`src/rtl/rht_pkg.sv`:
```
// shared types and codes of the reference-counted handle table
`timescale 1ns / 1ps

package rht_pkg;

  localparam int unsigned KEY_W  = 32;
  localparam int unsigned HDL_W  = 32;
  localparam int unsigned REFS_W = 16;

  localparam logic [REFS_W-1:0] REFS_MAX = '1;

  // operation codes
  localparam logic [1:0] OP_RETAIN  = 2'd0;
  localparam logic [1:0] OP_ADD     = 2'd1;
  localparam logic [1:0] OP_RELEASE = 2'd2;

  // result status codes
  localparam logic [1:0] STAT_OK        = 2'd0;
  localparam logic [1:0] STAT_NOT_FOUND = 2'd1;
  localparam logic [1:0] STAT_FULL      = 2'd2;
  localparam logic [1:0] STAT_REMOVED   = 2'd3;

  typedef struct packed {
    logic [KEY_W-1:0]  key;
    logic [HDL_W-1:0]  handle;
    logic [REFS_W-1:0] refs;
  } entry_t;

endpackage

```
`src/rtl/rht_cell.sv`:
```
// one table slot of the rotating entry ring
`timescale 1ns / 1ps

module rht_cell
  import rht_pkg::*;
(
  input  logic   clk_i,
  input  logic   shift_i,
  input  entry_t entry_i,
  output entry_t entry_o
);

  entry_t entry_q;

  // payload only, no reset
  always_ff @(posedge clk_i) begin
    if (shift_i) begin
      entry_q <= entry_i;
    end
  end

  assign entry_o = entry_q;

endmodule

```
`src/rtl/refcounted_handle_table.sv`:
```
// top level of the reference-counted handle table
`timescale 1ns / 1ps

// reference-counted handle table
// input channel: in_valid_i / in_ready_o with operation_i, key_i, handle_i
// (retain by key, add entry, release by handle). output channel:
// out_valid_o / out_ready_i with status_o, handle_out_o, remaining_refs_o,
// one result per input transfer, in order.
// the entries live in a ring of CAPACITY cells; during a turn the ring
// moves one slot per cycle, and slot 0 passes a small head unit that
// compares and rewrites it. retain, add and release take one full turn;
// a release that frees an entry other than the last live one takes a
// second turn to drop the last entry into the freed slot. an add into a
// full table and an unknown operation skip the turn.
// one item is in work at a time; the next transfer waits until the
// last item has left the finish state.
// a finished result sits in an output register; the next item is taken
// while it waits, and that item's result is held back until the register
// is free, so a stalled receiver stalls the input only then.
// reset empties the table at once (occupancy zero); the slot contents
// need no clearing since only live slots are ever read.
module refcounted_handle_table
  import rht_pkg::*;
#(
  parameter int unsigned CAPACITY = 16
) (
  input  logic              clk_i,
  input  logic              rst_ni,
  input  logic              in_valid_i,
  output logic              in_ready_o,
  input  logic [1:0]        operation_i,
  input  logic [KEY_W-1:0]  key_i,
  input  logic [HDL_W-1:0]  handle_i,
  output logic              out_valid_o,
  input  logic              out_ready_i,
  output logic [1:0]        status_o,
  output logic [HDL_W-1:0]  handle_out_o,
  output logic [REFS_W-1:0] remaining_refs_o
);

  localparam int unsigned IW = (CAPACITY > 1) ? $clog2(CAPACITY) : 1;
  localparam int unsigned OW = $clog2(CAPACITY + 1);

  typedef enum logic [3:0] {
    ST_IDLE   = 4'b0001,
    ST_SCAN   = 4'b0010,
    ST_MOVE   = 4'b0100,
    ST_FINISH = 4'b1000
  } state_e;

  state_e state_q, state_d;

  // slot counter: index of the entry now at the head of the ring
  logic [IW-1:0] t_q, t_d;

  // latched request
  logic [1:0]       op_q;
  logic [KEY_W-1:0] key_q;
  logic [HDL_W-1:0] hdl_q;
  logic [OW-1:0]    n_q;

  // scan results
  logic              found_q, found_d;
  logic [IW-1:0]     match_q, match_d;
  logic [HDL_W-1:0]  res_hdl_q, res_hdl_d;
  logic [REFS_W-1:0] res_refs_q, res_refs_d;
  entry_t            last_q, last_d;

  logic [OW-1:0] occ_q, occ_d;

  // output register
  logic              out_valid_q, out_valid_d;
  logic [1:0]        status_q, status_d;
  logic [HDL_W-1:0]  hout_q, hout_d;
  logic [REFS_W-1:0] rout_q, rout_d;

  // ring
  entry_t cell_out [CAPACITY];
  entry_t head;
  entry_t head_wr;
  logic   shift;

  assign head = cell_out[0];

  for (genvar k = 0; k < CAPACITY; k++) begin : g_ring
    entry_t cell_in;
    if (k == CAPACITY - 1) begin : g_tail
      assign cell_in = head_wr;
    end else begin : g_mid
      assign cell_in = cell_out[k+1];
    end
    rht_cell u_cell (
      .clk_i   (clk_i),
      .shift_i (shift),
      .entry_i (cell_in),
      .entry_o (cell_out[k])
    );
  end

  logic              accept_in;
  logic              last_step;
  logic              live;
  logic              is_last_idx;
  logic              out_free;
  logic              full;
  logic [REFS_W-1:0] refs_inc;
  logic [REFS_W-1:0] refs_dec;

  assign in_ready_o  = (state_q == ST_IDLE);
  assign accept_in   = in_valid_i && in_ready_o;
  assign last_step   = (t_q == IW'(CAPACITY - 1));
  assign live        = (OW'(t_q) < n_q);
  assign is_last_idx = (n_q != '0) && (OW'(t_q) == n_q - OW'(1));
  assign out_free    = !out_valid_q || out_ready_i;
  assign full        = (n_q >= OW'(CAPACITY));
  assign refs_inc    = (head.refs == REFS_MAX) ? head.refs : head.refs + REFS_W'(1);
  assign refs_dec    = (head.refs != '0) ? head.refs - REFS_W'(1) : '0;

  always_comb begin
    state_d     = state_q;
    t_d         = t_q;
    found_d     = found_q;
    match_d     = match_q;
    res_hdl_d   = res_hdl_q;
    res_refs_d  = res_refs_q;
    last_d      = last_q;
    occ_d       = occ_q;
    out_valid_d = out_valid_q;
    status_d    = status_q;
    hout_d      = hout_q;
    rout_d      = rout_q;
    shift       = 1'b0;
    head_wr     = head;

    if (out_valid_q && out_ready_i) begin
      out_valid_d = 1'b0;
    end

    unique case (state_q)
      ST_IDLE: begin
        if (accept_in) begin
          t_d     = '0;
          found_d = 1'b0;
          // full add and unknown code need no walk over the table
          if ((operation_i == OP_RETAIN) || (operation_i == OP_RELEASE) ||
              ((operation_i == OP_ADD) && (occ_q < OW'(CAPACITY)))) begin
            state_d = ST_SCAN;
          end else begin
            state_d = ST_FINISH;
          end
        end
      end

      ST_SCAN: begin
        shift = 1'b1;
        if (is_last_idx) begin
          last_d = head;
        end
        priority if (op_q == OP_RETAIN) begin
          if (live && !found_q && (head.key == key_q)) begin
            found_d      = 1'b1;
            head_wr.refs = refs_inc;
            res_hdl_d    = head.handle;
            res_refs_d   = refs_inc;
          end
        end else if (op_q == OP_RELEASE) begin
          if (live && !found_q && (head.handle == hdl_q)) begin
            found_d      = 1'b1;
            match_d      = t_q;
            head_wr.refs = refs_dec;
            res_refs_d   = refs_dec;
          end
        end else begin
          // add: the new entry goes into the first free slot
          if (OW'(t_q) == n_q) begin
            head_wr.key    = key_q;
            head_wr.handle = hdl_q;
            head_wr.refs   = REFS_W'(1);
          end
        end

        t_d = t_q + IW'(1);
        if (last_step) begin
          t_d     = '0;
          state_d = ST_FINISH;
          if (op_q == OP_ADD) begin
            occ_d = n_q + OW'(1);
          end else if ((op_q == OP_RELEASE) && found_d && (res_refs_d == '0)) begin
            occ_d = n_q - OW'(1);
            // freed slot is not the last live one: refill it on a second turn
            if (OW'(match_d) != n_q - OW'(1)) begin
              state_d = ST_MOVE;
            end
          end
        end
      end

      ST_MOVE: begin
        shift = 1'b1;
        if (t_q == match_q) begin
          head_wr = last_q;
        end
        t_d = t_q + IW'(1);
        if (last_step) begin
          t_d     = '0;
          state_d = ST_FINISH;
        end
      end

      ST_FINISH: begin
        if (out_free) begin
          out_valid_d = 1'b1;
          status_d    = STAT_NOT_FOUND;
          hout_d      = '0;
          rout_d      = '0;
          priority if (op_q == OP_RETAIN) begin
            if (found_q) begin
              status_d = STAT_OK;
              hout_d   = res_hdl_q;
              rout_d   = res_refs_q;
            end
          end else if (op_q == OP_ADD) begin
            if (full) begin
              status_d = STAT_FULL;
            end else begin
              status_d = STAT_OK;
              rout_d   = REFS_W'(1);
            end
          end else if (op_q == OP_RELEASE) begin
            if (found_q) begin
              if (res_refs_q != '0) begin
                status_d = STAT_OK;
                rout_d   = res_refs_q;
              end else begin
                status_d = STAT_REMOVED;
              end
            end
          end else begin
            status_d = STAT_NOT_FOUND;
          end
          state_d = ST_IDLE;
        end
      end

      default: begin
        state_d = ST_IDLE;
      end
    endcase
  end

  // control state
  always_ff @(posedge clk_i or negedge rst_ni) begin
    if (!rst_ni) begin
      state_q     <= ST_IDLE;
      t_q         <= '0;
      found_q     <= 1'b0;
      occ_q       <= '0;
      out_valid_q <= 1'b0;
    end else begin
      state_q     <= state_d;
      t_q         <= t_d;
      found_q     <= found_d;
      occ_q       <= occ_d;
      out_valid_q <= out_valid_d;
    end
  end

  // payload registers
  always_ff @(posedge clk_i) begin
    if (accept_in) begin
      op_q  <= operation_i;
      key_q <= key_i;
      hdl_q <= handle_i;
      n_q   <= occ_q;
    end
    match_q    <= match_d;
    res_hdl_q  <= res_hdl_d;
    res_refs_q <= res_refs_d;
    last_q     <= last_d;
    status_q   <= status_d;
    hout_q     <= hout_d;
    rout_q     <= rout_d;
  end

  assign out_valid_o      = out_valid_q;
  assign status_o         = status_q;
  assign handle_out_o     = hout_q;
  assign remaining_refs_o = rout_q;

endmodule

```
`config.mk`:
```
export PLATFORM = sky130hd
export DESIGN_NAME = refcounted_handle_table
export DESIGN_NICKNAME = d
export VERILOG_FILES = /design/src/rtl/rht_pkg.sv /design/src/rtl/rht_cell.sv /design/src/rtl/refcounted_handle_table.sv
export SDC_FILE = /design/constraint.sdc
export NUM_CORES = 2
export LEC_CHECK = 0
export BUFFER_PORTS_ARGS = -buffer_cell sky130_fd_sc_hd__buf_2
export CAP_MARGIN = 0
export CORE_MARGIN = 10
export CORE_UTILIZATION = 38
export CTS_BUF_LIST = sky130_fd_sc_hd__clkbuf_8
export CTS_CLUSTER_SIZE = 30
export DETAILED_ROUTE_END_ITERATION = 10
export PLACE_DENSITY_LB_ADDON = 0.1
export SETUP_SLACK_MARGIN = 0.2
export SYNTH_ARGS = -nofsm -noshare
export SYNTH_HDL_FRONTEND = slang
export SYNTH_HIERARCHICAL = 1
export SYNTH_SLANG_ARGS = --single-unit
```
`constraint.sdc`:
```
create_clock -name clk_i -period 33.5 [get_ports clk_i]
set_input_delay 3.35 -clock clk_i [delete_from_list [all_inputs] [get_ports clk_i]]
set_output_delay 3.35 -clock clk_i [all_outputs]
set_load 0.005 [all_outputs]
```
* Yosys cells after proc, flatten, opt, wreduce, memory -nomap -nowiden
Cells that the tools add are included.
** Storage, ports and cells
- Register bits :: 1548
- Input port bits :: 70
- Output and inout bits :: 52
- Logic and storage cells :: 185
** Operators by class
- Add/sub/neg operators :: 5
- Order comparisons :: 3
- Eq/ne operators :: 20
- Mux-type cells :: 59
- Reductions and logical operators :: 32
** Operator list (count)
- 16-bit two-way mux :: 17
- 80-bit two-way mux :: 2
- 80-bit one-hot mux with 2 select lines :: 1
- 64-bit two-way mux :: 2
- 32-bit equality test :: 2
- 4-bit two-way mux :: 14
- 16-bit nonzero test :: 2
- 16-bit by 1-bit adder with 16-bit output, second input constant :: 1
- 16-bit equality test, second input constant :: 1
- 16-bit logical NOT :: 1
- 4-bit one-hot mux with 4 select lines :: 1
- 16-bit by 1-bit subtractor with 16-bit output, second input constant :: 1
- 1-bit two-way mux :: 12
- 2-bit two-way mux :: 6
- 4-bit by 5-bit equality test with 1-bit output :: 2
- 5-bit two-way mux :: 2
- 2-bit AND reduction :: 5
- 1-bit logical AND :: 9
- 4-bit equality test, second input constant :: 2
- 4-bit one-hot mux with 2 select lines :: 1
- 2-bit != test, second input constant :: 3
- 3-bit AND reduction :: 2
- 2-bit nonzero test :: 3
- 5-bit by 1-bit adder with 5-bit output, second input constant :: 1
- 20 further kinds :: 26

* Depth between registers and ports, before layout
- Word-level depth :: 13
- Gate-level depth with buffers :: 15
- Gate-level depth less buffers :: 12

* Hierarchy
The synthesis kept the hierarchy.
** Modules (own cells, without submodules)
- rht_cell :: times used 16, cells each 80, area an instance 2402.3 um^2, sequential area each 2402.3 um^2
- refcounted_handle_table :: times used 1, cells each 1034, area an instance 12956.2 um^2, sequential area each 7973.9 um^2

* Least setup slack after synthesis
No wires, ideal clock.
- Path kind :: register to register
- From :: register state_q[1]
- To :: register t_q[2]
- Setup time :: 353 ps
- Arrival time :: 34185 ps
- Required time :: 33147 ps
- Path slack :: -1038 ps
- Stages on the path, launching flop included :: 5
- Path buffers :: 0
- Clock period less this slack :: 34538 ps
- Cells stage by stage :: dfrtp_1 -> or4b_2 -> nand2_1 -> o21ai_0 -> a22o_1
** On the way
- Longest elaborated chain between the ends :: 4
- Elaborated cells on any way between the ends :: 9
- Those cells by class :: 4 x eq/ne; 1 x mux; 4 x reduce/logical
** RTL lines
- start: declaration :: RTL line refcounted_handle_table.sv:51 : state_e state_q, state_d;
- start signal: assignment :: RTL line refcounted_handle_table.sv:260 : state_q <= state_d;
- 4-bit by 3-bit equality test with 1-bit output (tied with other cells) :: RTL line refcounted_handle_table.sv:139 : unique case (state_q)
- 2-bit OR reduction (no line) / 1-bit logical AND (equally long branches)
- 2-bit nonzero test (no line) / 2-bit by 1-bit != test with 1-bit output (equally long branches)
- 2-bit AND reduction (no line)
- end signal: assignment :: RTL line refcounted_handle_table.sv:261 : t_q <= t_d;
- end: declaration :: RTL line refcounted_handle_table.sv:54 : logic [IW-1:0] t_q, t_d;
Parallel ways exist; a longest one is shown, timed or not.
A chain may end at the register's enable or synchronous reset.

* Worst setup path after layout
- From :: register state_q[2]
- To :: register g_ring[9].u_cell.entry_q (netlist bit g_ring[9].u_cell/entry_o[67]) (enable)
** On the way
- Longest elaborated chain between the ends :: 3
- Elaborated cells on any way between the ends :: 4
- Those cells by class :: 2 x eq/ne; 1 x mux; 1 x reduce/logical
** RTL lines
- 4-bit by 3-bit equality test with 1-bit output / 4-bit by 2-bit equality test with 1-bit output (equally long branches) :: RTL line refcounted_handle_table.sv:139
- 2-bit OR reduction (no line) *
- 1-bit two-way mux * :: RTL line refcounted_handle_table.sv:139
- via shift :: RTL line refcounted_handle_table.sv:81 : logic shift;
- end signal: assignment :: RTL line rht_cell.sv:18 : entry_q <= entry_i;
- end: declaration :: RTL line rht_cell.sv:13 : entry_t entry_q;
The timed path passes the listed nets; every way through them passes the cells marked *.

==> results.cfg <==
[sta]
tightest_slew_ns = 1.10
rsz0062_at_grt = false
clock_skew_ns = 0.0405
fin_setup_tns_ns = 0
slew_violations = 0
finalCriticalPeriod_ns = 5.46
setup_violations = 0
hold_viol_final = 0
slew_headroom_pct = 26.7
max_freq_mhz = 183
period_share_pct = 16.3

[power]
combinationalPowerShare_pct = 8.6
irDropWorstVdd_v = 0.0000428
seq_power_share_pct = 59.9
switching_power_w = 0.00114
p_int_w = 0.00339
p_per_area_nw_per_um2 = 77.1
leakage_nw = 19.2
switching_share_pct = 25.1
power.share.clock_pct = 31.6

[die]
core_um2 = 134000
fp.dieH_um = 388
dieArea_um2 = 150000
fp.dieW_um = 388
row_count = 134
start_util_pct = 38.4
pin_count = 122

[global_route]
grt_max_degree = 183
grt_use_total_pct = 12.8
grt_pass1_wl_um = 148000
grt_pass1_vias = 22800
grt_overflow = 0
antenna_found_initial = 8

[hold_path]
hold_path_depth = 0
min_path_type = reg -> reg

[synthesis]
synth_compound_area_share_pct = 3.03
synthCells = 2314
synth-async-reset-ratio_pct = 0.969
synth_area_per_cell_um2 = 22.2
synth_simple_gate_area_share_pct = 3.22
synth_xor_area_share_pct = 1.77
synth-edff-count = 1533
synth.distinct_cells = 76
ys_top_cells_by_count = 1533 x edfxtp_1, 92 x xnor2_1, 82 x inv_1
synth.net_count = 2395
synth_top_family_by_area = simple AND/OR/NAND/NOR gates
synth_area_leaders = edfxtp_1 90%, xnor2_1 1.6%, a222oi_1 1.2%
yosys_warnings = 6
synth_fa_ha_area_share_pct = 0.268
seq_area_frac_synth_pct = 90.3
netlist.area_leader.share_pct = 89.6
syn_area_um2 = 51400
synth-seq-cells = 1548
synth.area.mux_share_pct = 0.302
yosysTopAreaCell = edfxtp_1
synth_most_common_cell = edfxtp_1
ys.flop_type = edfxtp_1

[setup_path]
required_ns = 34.00
crit_arrival_ns = 5.96
end_kind = flop
cp_max_fo = 171
critPathLaunchType = flop
worstReg2RegEnd = g_ring[9].u_cell/entry_o[67]
reg2reg_from = state_q[2]
worstSetupEndpoint = g_ring[9].u_cell/entry_o[67]
startpoint = state_q[2]
r2r_slack_ns = 28.04
worstSetupPathType = reg -> reg
reg2reg_depth = 6

[place]
dp_hpwl_um = 55900
postPlaceCellArea_um2 = 54300
io_buffers = 121
routabilityCongestion = 0.824

[cts]
cts_buffer_depth = 3
cts-htree-levels = 4
root_buffer = clkbuf_8
insertion_delay_ns = 0.92
post_cts_buffers = 0
clkTransAtPathRegs_ns = 0.06
post_cts_resized = 0
clock-sinks = 1548
hold_buffers = 0
cts_tree = built
cts_buffers = 239

[final_layout]
area_growth_pct = 14.1
final_cell_area_um2 = 58700
drive_gt1_share_pct = 16.9
nets = 2728
final.fill_count = 11500

[flow_run]
max_cap_violations = 0

[routing]
ant_nets = 0
drt_wl_total_um = 97900
dr_total_vias = 22200
first_pass_iters = 6
drt_iter0_markers = 1986
route.detailed.drc = 0
via_per_inst = 4.82
wl_per_cell_um = 21.2

[outcome]
status = complete, no violations
## metrics by stage
stage	hold WS, ns	util [%]	power, W	instances	setup slack, ns
floorplan	0.400	-	0.00329	2314	13.34
CTS	0.386	43.8	0.00462	4612	27.97
finish	0.385	43.8	0.00453	4616	28.04
detailed placement	0.405	40.5	0.00315	4173	28.02
global route	0.386	43.8	0.00476	4615	27.60
global placement	0.401	40.5	0.00313	4172	28.26
## how the worst min path moves through the flow
stage	to	startpoint
after floorplan	g_ring[0].u_cell/entry_o[0]	g_ring[1].u_cell/entry_o[0]
after global placement	g_ring[6].u_cell/entry_o[69]	g_ring[7].u_cell/entry_o[69]
after detailed placement	g_ring[0].u_cell/entry_o[28]	g_ring[1].u_cell/entry_o[28]
after CTS	g_ring[1].u_cell/entry_o[52]	g_ring[2].u_cell/entry_o[52]
after global routing	g_ring[12].u_cell/entry_o[7]	g_ring[13].u_cell/entry_o[7]
final	g_ring[0].u_cell/entry_o[63]	g_ring[1].u_cell/entry_o[63]
## area by class of cell
type                            instances  area, um2  area share, %
Tap cell                             1768       2210           3.77
Antenna cell                            3       7.51         0.0128
Timing Repair Buffer                  155        881           1.50
Clock inverter                        199       1050           1.79
Clock buffer                          240       3300           5.63
Multi-Input combinational cell        621       4490           7.65
Sequential cell                      1548      46400           79.1
Inverter                               82        310          0.529
## power groups by stage
stage	combinational [W]	sequential, W	clock, W
4_1_cts	0.000400	0.00272	0.00150
3_3_place_gp	0.000388	0.00274	0
5_1_grt	0.000430	0.00274	0.00159
2_1_floorplan	0.000256	0.00303	0
6_report	0.000387	0.00271	0.00143
3_5_place_dp	0.000401	0.00274	0
## placed cells by master (no fill, tap or decap), types with 12 or more instances in the layout
cell | Yosys | final
buf_2 | 4 | 123
clkinv_1 | 0 | 62
xnor2_1 | 92 | 92
nand4_1 | 33 | 33
a21oi_1 | 24 | 24
dfrtp_1 | 14 | 14
nor4_1 | 17 | 16
edfxtp_1 | 1533 | 1533
nor2_1 | 47 | 42
clkbuf_8 | 0 | 240
a222oi_1 | 64 | 64
and3_1 | 40 | 40
buf_4 | 1 | 30
nand2_1 | 52 | 51
o21ai_0 | 31 | 31
nor3_1 | 19 | 19
nand3_1 | 19 | 19
clkinv_2 | 0 | 30
xor2_1 | 12 | 12
inv_1 | 82 | 167
and2_1 | 20 | 20
## flip-flops by register name, indices dropped and copies added, names as in the netlist
| register | count |
|---|---|
| out_valid_o | 1 |
| op_q | 2 |
| res_refs_q | 16 |
| g_ring.u_cell/entry_o | 1280 |
| status_o | 2 |
| occ_q | 5 |
| hdl_q | 32 |
| remaining_refs_o | 16 |
| handle_out_o | 32 |
| t_q | 4 |
| key_q | 32 |
| last_q | 80 |
| res_hdl_q | 32 |
| match_q | 4 |
| state_q | 4 |
| n_q | 5 |
| found_q | 1 |
## worst max-delay path, stage by stage (launching register included)
cell and delay, ns:
dfrtp_1 0.39, nor2_1 0.15, nand3b_1 0.65, nand2_8 0.93
buf_12 0.69, buf_4 0.94, buf_4 0.91
## per-layer routing
metal,part of all wire (%),global-route usage [%]
met4,2.1,4.31
met1,47,18.5
met3,5.6,3.33
met5,0.034,0
met2,45,18.9
## kinds of logic after synthesis
group                    count (synthesis)
flip-flops                            1548
AND/OR/NAND/NOR                        294
AO/OA/AOI/OAI                          199
buffers and inverters                  145
XOR/XNOR                               104
multiplexers                            13
adder cells (fa/ha/maj)                 11
(Power assumes the default switching activity.)
